File: config.mk
export PLATFORM = sky130hd
export DESIGN_NAME = multilevel_feedback_queue_scheduler
export DESIGN_NICKNAME = d
export VERILOG_FILES = /design/src/rtl/mfq_pkg.sv /design/src/rtl/mfq_ram.sv /design/src/rtl/mfq_alu.sv /design/src/rtl/multilevel_feedback_queue_scheduler.sv
export SDC_FILE = /design/constraint.sdc
export NUM_CORES = 2
export LEC_CHECK = 0
export BUFFER_PORTS_ARGS = -buffer_cell sky130_fd_sc_hd__buf_2
export CELL_PAD_IN_SITES_DETAIL_PLACEMENT = 0
export CELL_PAD_IN_SITES_GLOBAL_PLACEMENT = 1
export CORE_UTILIZATION = 59
export CTS_CLUSTER_DIAMETER = 30
export DETAILED_ROUTE_END_ITERATION = 6
export PLACE_DENSITY_LB_ADDON = 0.1
export SYNTH_ARGS = -nofsm -noshare
export SYNTH_HDL_FRONTEND = slang
export SYNTH_HIERARCHICAL = 1
export SYNTH_SLANG_ARGS = --single-unit
export TNS_END_PERCENT = 100
File: constraint.sdc
create_clock -name i_clk -period 13.6 [get_ports i_clk]
set_clock_uncertainty 0.05 [all_clocks]
set_input_delay 0.68 -clock i_clk [delete_from_list [all_inputs] [get_ports i_clk]]
set_output_delay 0.68 -clock i_clk [all_outputs]
set_load 0.01 [all_outputs]
File: src/rtl/mfq_pkg.sv
// Package for the multilevel feedback queue scheduler.
// Holds transaction structs, sequencer states, status and register codes.
// No dependencies.
`timescale 1ns / 1ps

package mfq_pkg;

    // default sizing
    localparam int MFQ_QUEUE_DEPTH = 16;
    localparam int MFQ_NUM_LEVELS  = 4;
    localparam int MFQ_TIME_WIDTH  = 16;

    // fixed field widths
    localparam int QUANT_W  = 16;
    localparam int CFG_IDX_W = 3;
    localparam int CFG_DAT_W = 16;
    localparam int QUANT_REGS = 4;

    // configuration register indexes
    localparam logic [CFG_IDX_W-1:0] CFG_LEVEL_COUNT = 3'd0;
    localparam logic [CFG_IDX_W-1:0] CFG_QUANTUM0    = 3'd1;
    localparam logic [CFG_IDX_W-1:0] CFG_QUANTUM1    = 3'd2;
    localparam logic [CFG_IDX_W-1:0] CFG_QUANTUM2    = 3'd3;
    localparam logic [CFG_IDX_W-1:0] CFG_QUANTUM3    = 3'd4;

    // register reset values
    localparam logic [2:0]         RST_LEVEL_COUNT = 3'd3;
    localparam logic [QUANT_W-1:0] RST_QUANTUM0    = 16'd4;
    localparam logic [QUANT_W-1:0] RST_QUANTUM1    = 16'd8;
    localparam logic [QUANT_W-1:0] RST_QUANTUM2    = 16'd16;
    localparam logic [QUANT_W-1:0] RST_QUANTUM3    = 16'd32;

    // input kinds
    localparam logic KIND_ARRIVAL = 1'b0;
    localparam logic KIND_TICK    = 1'b1;

    // result status codes
    localparam logic [1:0] ST_ACCEPTED = 2'd0;
    localparam logic [1:0] ST_REFUSED  = 2'd1;
    localparam logic [1:0] ST_IDLE     = 2'd2;
    localparam logic [1:0] ST_RAN      = 2'd3;

    typedef struct packed {
        logic        kind;
        logic [3:0]  task_id;
        logic [15:0] burst_length;
    } t_in_item;

    typedef struct packed {
        logic [1:0] status;
        logic [3:0] running_id;
        logic [1:0] running_level;
        logic       finished;
    } t_out_item;

    // flags from the shared time unit
    typedef struct packed {
        logic zero;
        logic quantum_hit;
        logic finished;
    } t_alu_flags;

    typedef enum logic [2:0] {
        S_IDLE,
        S_ARRIVE,
        S_VISIT,
        S_VISIT_EV,
        S_RUN,
        S_RUN_EV,
        S_DONE
    } t_state;

endpackage

File: src/rtl/mfq_ram.sv
// Generic single-write, single-read RAM with registered read data.
// No dependencies.
`timescale 1ns / 1ps

module mfq_ram #(
    parameter int WIDTH = 20,
    parameter int DEPTH = 64
) (
    input  logic                     i_clk,
    input  logic                     i_we,
    input  logic [$clog2(DEPTH)-1:0] i_waddr,
    input  logic [WIDTH-1:0]         i_wdata,
    input  logic [$clog2(DEPTH)-1:0] i_raddr,
    output logic [WIDTH-1:0]         o_rdata
);

    logic [WIDTH-1:0] r_mem [DEPTH];
    logic [WIDTH-1:0] r_rdata;

    // write port and registered read port
    always_ff @(posedge i_clk) begin
        if (i_we) begin
            r_mem[i_waddr] <= i_wdata;
        end
        r_rdata <= r_mem[i_raddr];
    end

    assign o_rdata = r_rdata;

endmodule

File: src/rtl/mfq_alu.sv
// Shared time unit: zero test, quantum compare, saturating decrement and
// quantum count increment for one queue entry. Depends on mfq_pkg.
`timescale 1ns / 1ps

module mfq_alu
    import mfq_pkg::*;
#(
    parameter int TIME_WIDTH = MFQ_TIME_WIDTH
) (
    input  logic [TIME_WIDTH-1:0] i_time,
    input  logic [QUANT_W-1:0]    i_used,
    input  logic [QUANT_W-1:0]    i_quantum,
    output logic [TIME_WIDTH-1:0] o_time_dec,
    output logic [QUANT_W-1:0]    o_used_inc,
    output t_alu_flags            o_flags
);

    // decrement without going below zero
    always_comb begin
        o_flags.zero        = (i_time == '0);
        o_flags.quantum_hit = (i_used >= i_quantum);
        o_time_dec          = o_flags.zero ? '0 : i_time - TIME_WIDTH'(1);
        o_flags.finished    = (o_time_dec == '0);
        o_used_inc          = (i_used == '1) ? i_used : i_used + QUANT_W'(1);
    end

endmodule

File: src/rtl/multilevel_feedback_queue_scheduler.sv
// Top level of the multilevel feedback queue scheduler: sequencer, level
// ring pointers and configuration. Depends on mfq_pkg, mfq_ram, mfq_alu.
//
//  channel | direction | handshake                 | payload
//  --------+-----------+---------------------------+--------------------
//  input   | in        | i_in_valid / o_in_stall   | i_in_data (t_in_item)
//  output  | out       | o_out_valid / i_out_stall | o_out_data (t_out_item)
//  config  | in        | i_cfg_we                  | i_cfg_index, i_cfg_data
//
// An arrival passes through S_ARRIVE and S_DONE from acceptance to a valid
// result. A tick visits each active level once in S_VISIT, with an extra
// S_VISIT_EV step for each non-empty one, then S_RUN, S_RUN_EV if a task
// ran, and S_DONE, since every head is read through the single read port of
// the entry RAM. One item is in work at a time; o_in_stall is low only when
// idle. A stalled result holds in the output register; the next item may
// be accepted meanwhile. Reset clears pointers and counts; no RAM sweep.
`timescale 1ns / 1ps

module multilevel_feedback_queue_scheduler
    import mfq_pkg::*;
#(
    parameter int QUEUE_DEPTH = MFQ_QUEUE_DEPTH,
    parameter int NUM_LEVELS  = MFQ_NUM_LEVELS,
    parameter int TIME_WIDTH  = MFQ_TIME_WIDTH
) (
    input  logic                 i_clk,
    input  logic                 i_rst_n,
    input  logic                 i_in_valid,
    output logic                 o_in_stall,
    input  t_in_item             i_in_data,
    output logic                 o_out_valid,
    input  logic                 i_out_stall,
    output t_out_item            o_out_data,
    input  logic                 i_cfg_we,
    input  logic [CFG_IDX_W-1:0] i_cfg_index,
    input  logic [CFG_DAT_W-1:0] i_cfg_data
);

    localparam int DEPTH   = NUM_LEVELS * QUEUE_DEPTH;
    localparam int ADDR_W  = $clog2(DEPTH);
    localparam int HEAD_W  = $clog2(QUEUE_DEPTH);
    localparam int FILL_W  = $clog2(QUEUE_DEPTH + 1);
    localparam int SUM_W   = FILL_W + 1;
    localparam int LVL_W   = (NUM_LEVELS > 1) ? $clog2(NUM_LEVELS) : 1;
    localparam int ACT_W   = $clog2(NUM_LEVELS + 1);
    localparam int ENTRY_W = 4 + TIME_WIDTH;
    localparam int TOT_W   = $clog2(DEPTH + 1);

    localparam logic [FILL_W-1:0] QD_F = FILL_W'(QUEUE_DEPTH);

    // control state
    t_state             r_state, n_state;
    logic [ACT_W-1:0]   r_lvl, n_lvl;
    logic [ACT_W-1:0]   r_active, n_active;
    logic [HEAD_W-1:0]  r_heads [NUM_LEVELS];
    logic [HEAD_W-1:0]  n_heads [NUM_LEVELS];
    logic [FILL_W-1:0]  r_fill  [NUM_LEVELS];
    logic [FILL_W-1:0]  n_fill  [NUM_LEVELS];
    logic [QUANT_W-1:0] r_qu    [NUM_LEVELS];
    logic [QUANT_W-1:0] n_qu    [NUM_LEVELS];
    logic [FILL_W-1:0]  r_live, n_live;
    logic               r_out_valid, n_out_valid;

    // configuration registers
    logic [2:0]         r_cfg_count;
    logic [QUANT_W-1:0] r_quantum [QUANT_REGS];

    // payload registers
    t_in_item           r_item, n_item;
    t_out_item          r_res, n_res;
    t_out_item          r_out_data, n_out_data;

    // RAM and shared unit signals
    logic               w_we;
    logic [ADDR_W-1:0]  w_waddr, w_raddr;
    logic [ENTRY_W-1:0] w_wdata, w_rdata;
    logic [3:0]         w_rd_id;
    logic [TIME_WIDTH-1:0] w_rd_time, w_time_dec;
    logic [QUANT_W-1:0] w_used_inc, w_quantum;
    t_alu_flags         w_flags;

    logic [LVL_W-1:0]   w_cur;
    logic [ACT_W-1:0]   w_dest_full;
    logic [LVL_W-1:0]   w_dest;
    logic               w_run_found;
    logic [LVL_W-1:0]   w_run_lvl;
    logic [ADDR_W-1:0]  w_head_addr;
    logic               w_in_acc, w_out_free;
    logic [TOT_W-1:0]   w_fill_sum;

    function automatic logic [ADDR_W-1:0] slot_addr(input logic [LVL_W-1:0] lv,
                                                    input logic [HEAD_W-1:0] pos);
        return ADDR_W'(ADDR_W'(lv) * ADDR_W'(QUEUE_DEPTH)) + ADDR_W'(pos);
    endfunction

    function automatic logic [HEAD_W-1:0] tail_pos(input logic [HEAD_W-1:0] head,
                                                   input logic [FILL_W-1:0] fill);
        logic [SUM_W-1:0] s;
        s = SUM_W'(head) + SUM_W'(fill);
        if (s >= SUM_W'(QUEUE_DEPTH)) begin
            s = s - SUM_W'(QUEUE_DEPTH);
        end
        return HEAD_W'(s);
    endfunction

    function automatic logic [HEAD_W-1:0] head_inc(input logic [HEAD_W-1:0] head);
        logic [SUM_W-1:0] s;
        s = SUM_W'(head) + SUM_W'(1);
        return (s >= SUM_W'(QUEUE_DEPTH)) ? '0 : HEAD_W'(s);
    endfunction

    // entry store: {id, remaining time}
    mfq_ram #(
        .WIDTH (ENTRY_W),
        .DEPTH (DEPTH)
    ) u_entries (
        .i_clk   (i_clk),
        .i_we    (w_we),
        .i_waddr (w_waddr),
        .i_wdata (w_wdata),
        .i_raddr (w_raddr),
        .o_rdata (w_rdata)
    );

    assign w_rd_id   = w_rdata[ENTRY_W-1:TIME_WIDTH];
    assign w_rd_time = w_rdata[TIME_WIDTH-1:0];

    mfq_alu #(
        .TIME_WIDTH (TIME_WIDTH)
    ) u_alu (
        .i_time     (w_rd_time),
        .i_used     (r_qu[w_cur]),
        .i_quantum  (w_quantum),
        .o_time_dec (w_time_dec),
        .o_used_inc (w_used_inc),
        .o_flags    (w_flags)
    );

    assign w_in_acc   = i_in_valid && !o_in_stall;
    assign w_out_free = !r_out_valid || !i_out_stall;
    assign w_cur      = r_lvl[LVL_W-1:0];

    // quantum of the level in work; levels past the register list get zero
    always_comb begin
        w_quantum = '0;
        for (int q = 0; q < QUANT_REGS; q++) begin
            if (int'(r_lvl) == q) begin
                w_quantum = r_quantum[q];
            end
        end
    end

    // demotion target: next level, or the same one at the last active level
    always_comb begin
        w_dest_full = ((r_lvl + ACT_W'(1)) < r_active) ? r_lvl + ACT_W'(1) : r_lvl;
        w_dest      = w_dest_full[LVL_W-1:0];
    end

    // highest-priority (lowest-numbered) non-empty active level
    always_comb begin
        w_run_found = 1'b0;
        w_run_lvl   = '0;
        for (int k = NUM_LEVELS - 1; k >= 0; k--) begin
            if ((k < int'(r_active)) && (r_fill[k] != '0)) begin
                w_run_found = 1'b1;
                w_run_lvl   = LVL_W'(k);
            end
        end
    end

    assign w_head_addr = slot_addr(w_cur, r_heads[w_cur]);

    // next state
    always_comb begin
        n_state = r_state;
        case (r_state)
            S_IDLE: begin
                if (w_in_acc) begin
                    n_state = (i_in_data.kind == KIND_TICK) ? S_VISIT : S_ARRIVE;
                end
            end
            S_ARRIVE: n_state = S_DONE;
            S_VISIT: begin
                if (r_lvl >= r_active) begin
                    n_state = S_RUN;
                end else if (r_fill[w_cur] != '0) begin
                    n_state = S_VISIT_EV;
                end
            end
            S_VISIT_EV: n_state = S_VISIT;
            S_RUN: n_state = w_run_found ? S_RUN_EV : S_DONE;
            S_RUN_EV: n_state = S_DONE;
            S_DONE: begin
                if (w_out_free) begin
                    n_state = S_IDLE;
                end
            end
            default: n_state = S_IDLE;
        endcase
    end

    // datapath and outputs
    always_comb begin
        int lc;
        n_lvl       = r_lvl;
        n_active    = r_active;
        n_heads     = r_heads;
        n_fill      = r_fill;
        n_qu        = r_qu;
        n_live      = r_live;
        n_item      = r_item;
        n_res       = r_res;
        n_out_data  = r_out_data;
        n_out_valid = r_out_valid && i_out_stall;
        w_we        = 1'b0;
        w_waddr     = w_head_addr;
        w_wdata     = w_rdata;
        w_raddr     = w_head_addr;
        o_in_stall  = (r_state != S_IDLE);
        lc          = int'(r_cfg_count);

        case (r_state)
            S_IDLE: begin
                // capture the transaction and clamp the active level count
                if (w_in_acc) begin
                    n_item = i_in_data;
                    n_lvl  = '0;
                    if (lc < 1) begin
                        lc = 1;
                    end
                    if (lc > NUM_LEVELS) begin
                        lc = NUM_LEVELS;
                    end
                    n_active = ACT_W'(lc);
                end
            end
            S_ARRIVE: begin
                // enqueue at the tail of the top level, or refuse when full
                if (r_live >= QD_F) begin
                    n_res = '{status: ST_REFUSED, running_id: 4'd0,
                              running_level: 2'd0, finished: 1'b0};
                end else begin
                    if (r_fill[0] < QD_F) begin
                        w_we      = 1'b1;
                        w_waddr   = slot_addr('0, tail_pos(r_heads[0], r_fill[0]));
                        w_wdata   = {r_item.task_id, TIME_WIDTH'(r_item.burst_length)};
                        n_fill[0] = r_fill[0] + FILL_W'(1);
                    end
                    n_live = r_live + FILL_W'(1);
                    n_res  = '{status: ST_ACCEPTED, running_id: 4'd0,
                               running_level: 2'd0, finished: 1'b0};
                end
            end
            S_VISIT: begin
                // skip an empty level; otherwise the head read is under way
                if ((r_lvl < r_active) && (r_fill[w_cur] == '0)) begin
                    n_lvl = r_lvl + ACT_W'(1);
                end
            end
            S_VISIT_EV: begin
                if (w_flags.zero) begin
                    // drop a spent head
                    n_heads[w_cur] = head_inc(r_heads[w_cur]);
                    n_fill[w_cur]  = r_fill[w_cur] - FILL_W'(1);
                    n_qu[w_cur]    = '0;
                    if (r_live != '0) begin
                        n_live = r_live - FILL_W'(1);
                    end
                end else if (w_flags.quantum_hit) begin
                    n_qu[w_cur]    = '0;
                    n_heads[w_cur] = head_inc(r_heads[w_cur]);
                    if (w_dest == w_cur) begin
                        // rotate within the last level
                        w_we    = 1'b1;
                        w_waddr = slot_addr(w_cur, tail_pos(r_heads[w_cur], r_fill[w_cur]));
                    end else begin
                        // demote to the next level's tail
                        n_fill[w_cur] = r_fill[w_cur] - FILL_W'(1);
                        if (r_fill[w_dest] < QD_F) begin
                            w_we    = 1'b1;
                            w_waddr = slot_addr(w_dest,
                                                tail_pos(r_heads[w_dest], r_fill[w_dest]));
                            n_fill[w_dest] = r_fill[w_dest] + FILL_W'(1);
                        end
                    end
                end
                n_lvl = r_lvl + ACT_W'(1);
            end
            S_RUN: begin
                // select the run level and read its head
                w_raddr = slot_addr(w_run_lvl, r_heads[w_run_lvl]);
                if (w_run_found) begin
                    n_lvl = ACT_W'(w_run_lvl);
                end else begin
                    n_res = '{status: ST_IDLE, running_id: 4'd0,
                              running_level: 2'd0, finished: 1'b0};
                end
            end
            S_RUN_EV: begin
                // run the head for one unit and write back its time
                w_we        = 1'b1;
                w_wdata     = {w_rd_id, w_time_dec};
                n_qu[w_cur] = w_used_inc;
                n_res       = '{status: ST_RAN, running_id: w_rd_id,
                                running_level: 2'(r_lvl), finished: w_flags.finished};
            end
            S_DONE: begin
                if (w_out_free) begin
                    n_out_valid = 1'b1;
                    n_out_data  = r_res;
                end
            end
            default: ;
        endcase
    end

    assign o_out_valid = r_out_valid;
    assign o_out_data  = r_out_data;

    // control registers
    always_ff @(posedge i_clk) begin
        if (!i_rst_n) begin
            r_state     <= S_IDLE;
            r_lvl       <= '0;
            r_active    <= '0;
            r_live      <= '0;
            r_out_valid <= 1'b0;
            for (int k = 0; k < NUM_LEVELS; k++) begin
                r_heads[k] <= '0;
                r_fill[k]  <= '0;
                r_qu[k]    <= '0;
            end
        end else begin
            r_state     <= n_state;
            r_lvl       <= n_lvl;
            r_active    <= n_active;
            r_live      <= n_live;
            r_out_valid <= n_out_valid;
            r_heads     <= n_heads;
            r_fill      <= n_fill;
            r_qu        <= n_qu;
        end
    end

    // configuration writes
    always_ff @(posedge i_clk) begin
        if (!i_rst_n) begin
            r_cfg_count  <= RST_LEVEL_COUNT;
            r_quantum[0] <= RST_QUANTUM0;
            r_quantum[1] <= RST_QUANTUM1;
            r_quantum[2] <= RST_QUANTUM2;
            r_quantum[3] <= RST_QUANTUM3;
        end else if (i_cfg_we) begin
            case (i_cfg_index)
                CFG_LEVEL_COUNT: r_cfg_count  <= i_cfg_data[2:0];
                CFG_QUANTUM0:    r_quantum[0] <= i_cfg_data;
                CFG_QUANTUM1:    r_quantum[1] <= i_cfg_data;
                CFG_QUANTUM2:    r_quantum[2] <= i_cfg_data;
                CFG_QUANTUM3:    r_quantum[3] <= i_cfg_data;
                default: ;
            endcase
        end
    end

    // payload registers
    always_ff @(posedge i_clk) begin
        r_item     <= n_item;
        r_res      <= n_res;
        r_out_data <= n_out_data;
    end

    // total stored entries, for checking
    always_comb begin
        w_fill_sum = '0;
        for (int k = 0; k < NUM_LEVELS; k++) begin
            w_fill_sum = w_fill_sum + TOT_W'(r_fill[k]);
        end
    end

    a_live_bound: assert property (@(posedge i_clk) disable iff (!i_rst_n)
        r_live <= QD_F)
        else $error("live task count above queue depth");

    a_fill_le_live: assert property (@(posedge i_clk) disable iff (!i_rst_n)
        w_fill_sum <= TOT_W'(r_live))
        else $error("stored entries exceed live tasks");

    a_accept_busy: assert property (@(posedge i_clk) disable iff (!i_rst_n)
        w_in_acc |=> (r_state != S_IDLE))
        else $error("sequencer stayed idle after a transaction");

    a_done_loads: assert property (@(posedge i_clk) disable iff (!i_rst_n)
        (r_state == S_DONE) && w_out_free |=> o_out_valid && (o_out_data == $past(r_res)))
        else $error("result not loaded into output register");

    a_visit_bound: assert property (@(posedge i_clk) disable iff (!i_rst_n)
        (r_state == S_VISIT_EV) |-> (r_lvl < r_active) && (r_fill[w_cur] != '0))
        else $error("head evaluated at an empty or inactive level");

endmodule
==> flow_metrics.tcl <==
set metrics [dict create \
    syn_to_final_growth_pct 18.8 \
    ys_async_sr_fraction 0 \
    grt_overflow 0 \
    start_util 0.595 \
    synth_cell_types 87 \
    slew_violations 1 \
    routed_via_density 6.64 \
    clk_latency_ns 0.88 \
    gp_congestion 0.943 \
    numCtsBuffers 299 \
    synth_edf_count 1382 \
    syn-instance-count 3631 \
    crit_arrival_ns 9.47 \
    grt_pass1_wl_mm 248 \
    fillCellCount 6449 \
    grt_start_max_net_pins 115 \
    setup_viol 0 \
    vias 36200 \
    design_area_sq_um 74400 \
    min_path_type "in2reg" \
    cts_setup_buffers 0 \
    nNetsFinal 3925 \
    synth_top_area_frac 0.663 \
    placed_cell_area_sq_um 64300 \
    synth_nets 3724 \
    cts_max_path_buffers 4 \
    cts-root-buf "clkbuf_16" \
    ioPinCount 56 \
    violations "capacitance limit, slew limit" \
    io_buffers 55 \
    synth_area_leaders "edfxtp_1 66%, mux4_2 11%, dfxtp_1 4.4%" \
    synth-main-ff-cell "edfxtp_1" \
    p_leak_nw 24.1 \
    endpoint_kind "flip-flop" \
    cts_tree "done" \
    num_rows 119 \
    antenna_found_initial 8 \
    period_needed_ns 9.08 \
    grt_usage 0.321 \
    ys_seq_area_frac 0.707 \
    finalHoldViolCount 0 \
    die_area_sq_um 107000 \
    drt_iter0_drc 4468 \
    synth_area_sq_um 62600 \
    dpl.hpwl_mm 100 \
    clkTransAtPathRegs_ns 0.05 \
    core-area_sq_um 105000 \
    ir_worst_vdd_v 0.000300 \
    maxCapViolations 1 \
    cp_max_fo 38 \
    dr.pass1.iters 6 \
    fin_tns_setup_ns 0 \
    post_cts_resized 0 \
    crit_required_ns 13.99 \
    rsz0062_at_grt "false" \
    ys_warn_count 6 \
    syn_avg_cell_area_sq_um 17.2 \
    clock-sinks 1520 \
    routedWlPerCell_um 31.3 \
    drive_gt1_frac 0.258 \
    post-route-period-util 0.668 \
    power_density_nw_per_um2 223 \
    maxSlewHeadroom -0.00442 \
    tightest_slew_ns 1.49 \
    antenna_left 0 \
    die_w_um 328 \
    status "finished with violations" \
    crit_type "reg2reg" \
    drc 0 \
    htree_levels 5 \
    synth_top_area_cell "edfxtp_1" \
    die_h_um 328 \
    rrSetupSlack_ns 4.52 \
    grt_pass1_vias 36300 \
    routed_wl_mm 170 \
    synth-seq-cells 1520 \
    fmax_ghz 0.110 \
    crit_path_start_kind "flip-flop" \
]
[layout by cell type, fill, tap and decap left out, types with 67 or more instances in the layout]
master	instances
nor2_1	193
nand2_1	128
o21ai_0	90
and2_1	67
edfxtp_1	1382
a21oi_1	80
mux4_2	306
mux2i_1	171
dfxtp_1	136
a22oi_1	102
clkbuf_16	304
[flip-flops by register name (all words and copies together), names as in the netlist]
| name | flops |
|---|---|
| o_out_data | 9 |
| o_out_valid | 1 |
| r_active | 3 |
| r_cfg_count | 3 |
| r_fill | 20 |
| r_heads | 16 |
| r_item | 20 |
| r_live | 5 |
| r_lvl | 3 |
| r_qu | 64 |
| r_quantum | 64 |
| r_res | 9 |
| r_state | 3 |
| u_entries/o_rdata | 20 |
| u_entries/r_mem | 1280 |
[synth_stat cells, drive strengths merged, types with 51 or more instances]
library cell  instances
nor2                261
o21ai               105
nand2               147
a22oi               102
a21oi                81
mux2i               171
dfxtp               138
and2                 68
edfxtp             1382
inv                  51
clkbuf              107
mux4                306
buf                 114
[worst paths after layout]
| kind | to | start | cells past startpoint |
|---|---|---|---|
| worst min register to register | o_out_data[0] | r_res[0] | 0 |
| worst max register to register | u_entries/r_mem[49][17] | r_lvl[0] | 20 |
| worst min-delay path | r_cfg_count[0] | i_cfg_data[0] | 3 |
| worst max-delay path | u_entries/r_mem[49][17] | r_lvl[0] | 20 |
[per-layer routing]
metal / wire length [um] / global-route usage / up-vias / part of all wire
met4: 7610 / 0.139 / 2 / 0.045
met2: 81400 / 0.506 / 2151 / 0.48
met3: 17200 / 0.0688 / 423 / 0.10
li1: - / - / 15100 / -
met5: 22 / 0 / - / 0.00013
met1: 64100 / 0.439 / 18500 / 0.38
[power by group]
part	switching (mW)	internal, mW	total, mW
registers	0.129	6.21	6.34
clock network	2.40	4.78	7.17
logic	2.47	0.599	3.06
total	4.99	11.6	16.6
[what timing repair did]
item                                    CTS  global route
endpoints found under the setup margin    0             0
hold endpoints to repair                 20             0
hold buffers                             20             0
[worst max-delay path, stage by stage (launching register included)]
cell and delay [ns]:
dfxtp_2 0.65, buf_4 0.54, ha_1 0.28, buf_4 0.39
nor2b_1 0.96, a22oi_1 0.22, nor2_1 0.15, a21oi_1 0.05
o21ai_0 0.18, inv_1 0.06, ha_1 0.29, a21oi_1 0.16
o21ai_0 0.10, a21o_1 0.18, a211o_1 0.28, a221o_1 0.46
nor2b_1 0.21, o21a_1 0.12, o21ai_0 0.98, nand3_1 1.00
nor2_2 1.27
[kinds of logic after synthesis]
kind of cell,after synthesis,synth area share
DFF,1520,0.707
and+or+nand+nor,697,0.0546
AOI/OAI and AO/OA,554,0.0605
muxes,502,0.142
buffers and inverters,273,0.0210
adders and majority gates,48,0.00995
xor gates and xnor gates,37,0.00518
[per-stage QoR]
| stage | total power [mW] | hold WS [ns] | std cells | worst slack, ns | utilization |
|---|---|---|---|---|---|
| after floorplan | 7.97 | 0.350 | 3631 | 7.16 | - |
| after global placement | 9.32 | 0.353 | 4902 | 4.85 | 0.611 |
| after detailed placement | 9.41 | 0.360 | 4902 | 4.75 | 0.611 |
| after CTS | 16.6 | 0.0680 | 5448 | 4.70 | 0.707 |
| after global routing | 17.0 | 0.0876 | 5448 | 3.90 | 0.707 |
| final | 16.6 | 0.100 | 5449 | 4.52 | 0.707 |
[final cells by class]
cell class / count / area, sq um / area share
diodes: 1 / 2.50 / 0.0000336
repair buffers: 121 / 846 / 0.0114
clock inverters: 176 / 1990 / 0.0268
well taps: 1391 / 1740 / 0.0234
multi-input cells: 1838 / 17400 / 0.234
inverters: 52 / 196 / 0.00264
flip-flops and latches: 1520 / 44300 / 0.595
clock buffers: 350 / 7910 / 0.106
Power figures use the tool's default switching activity.
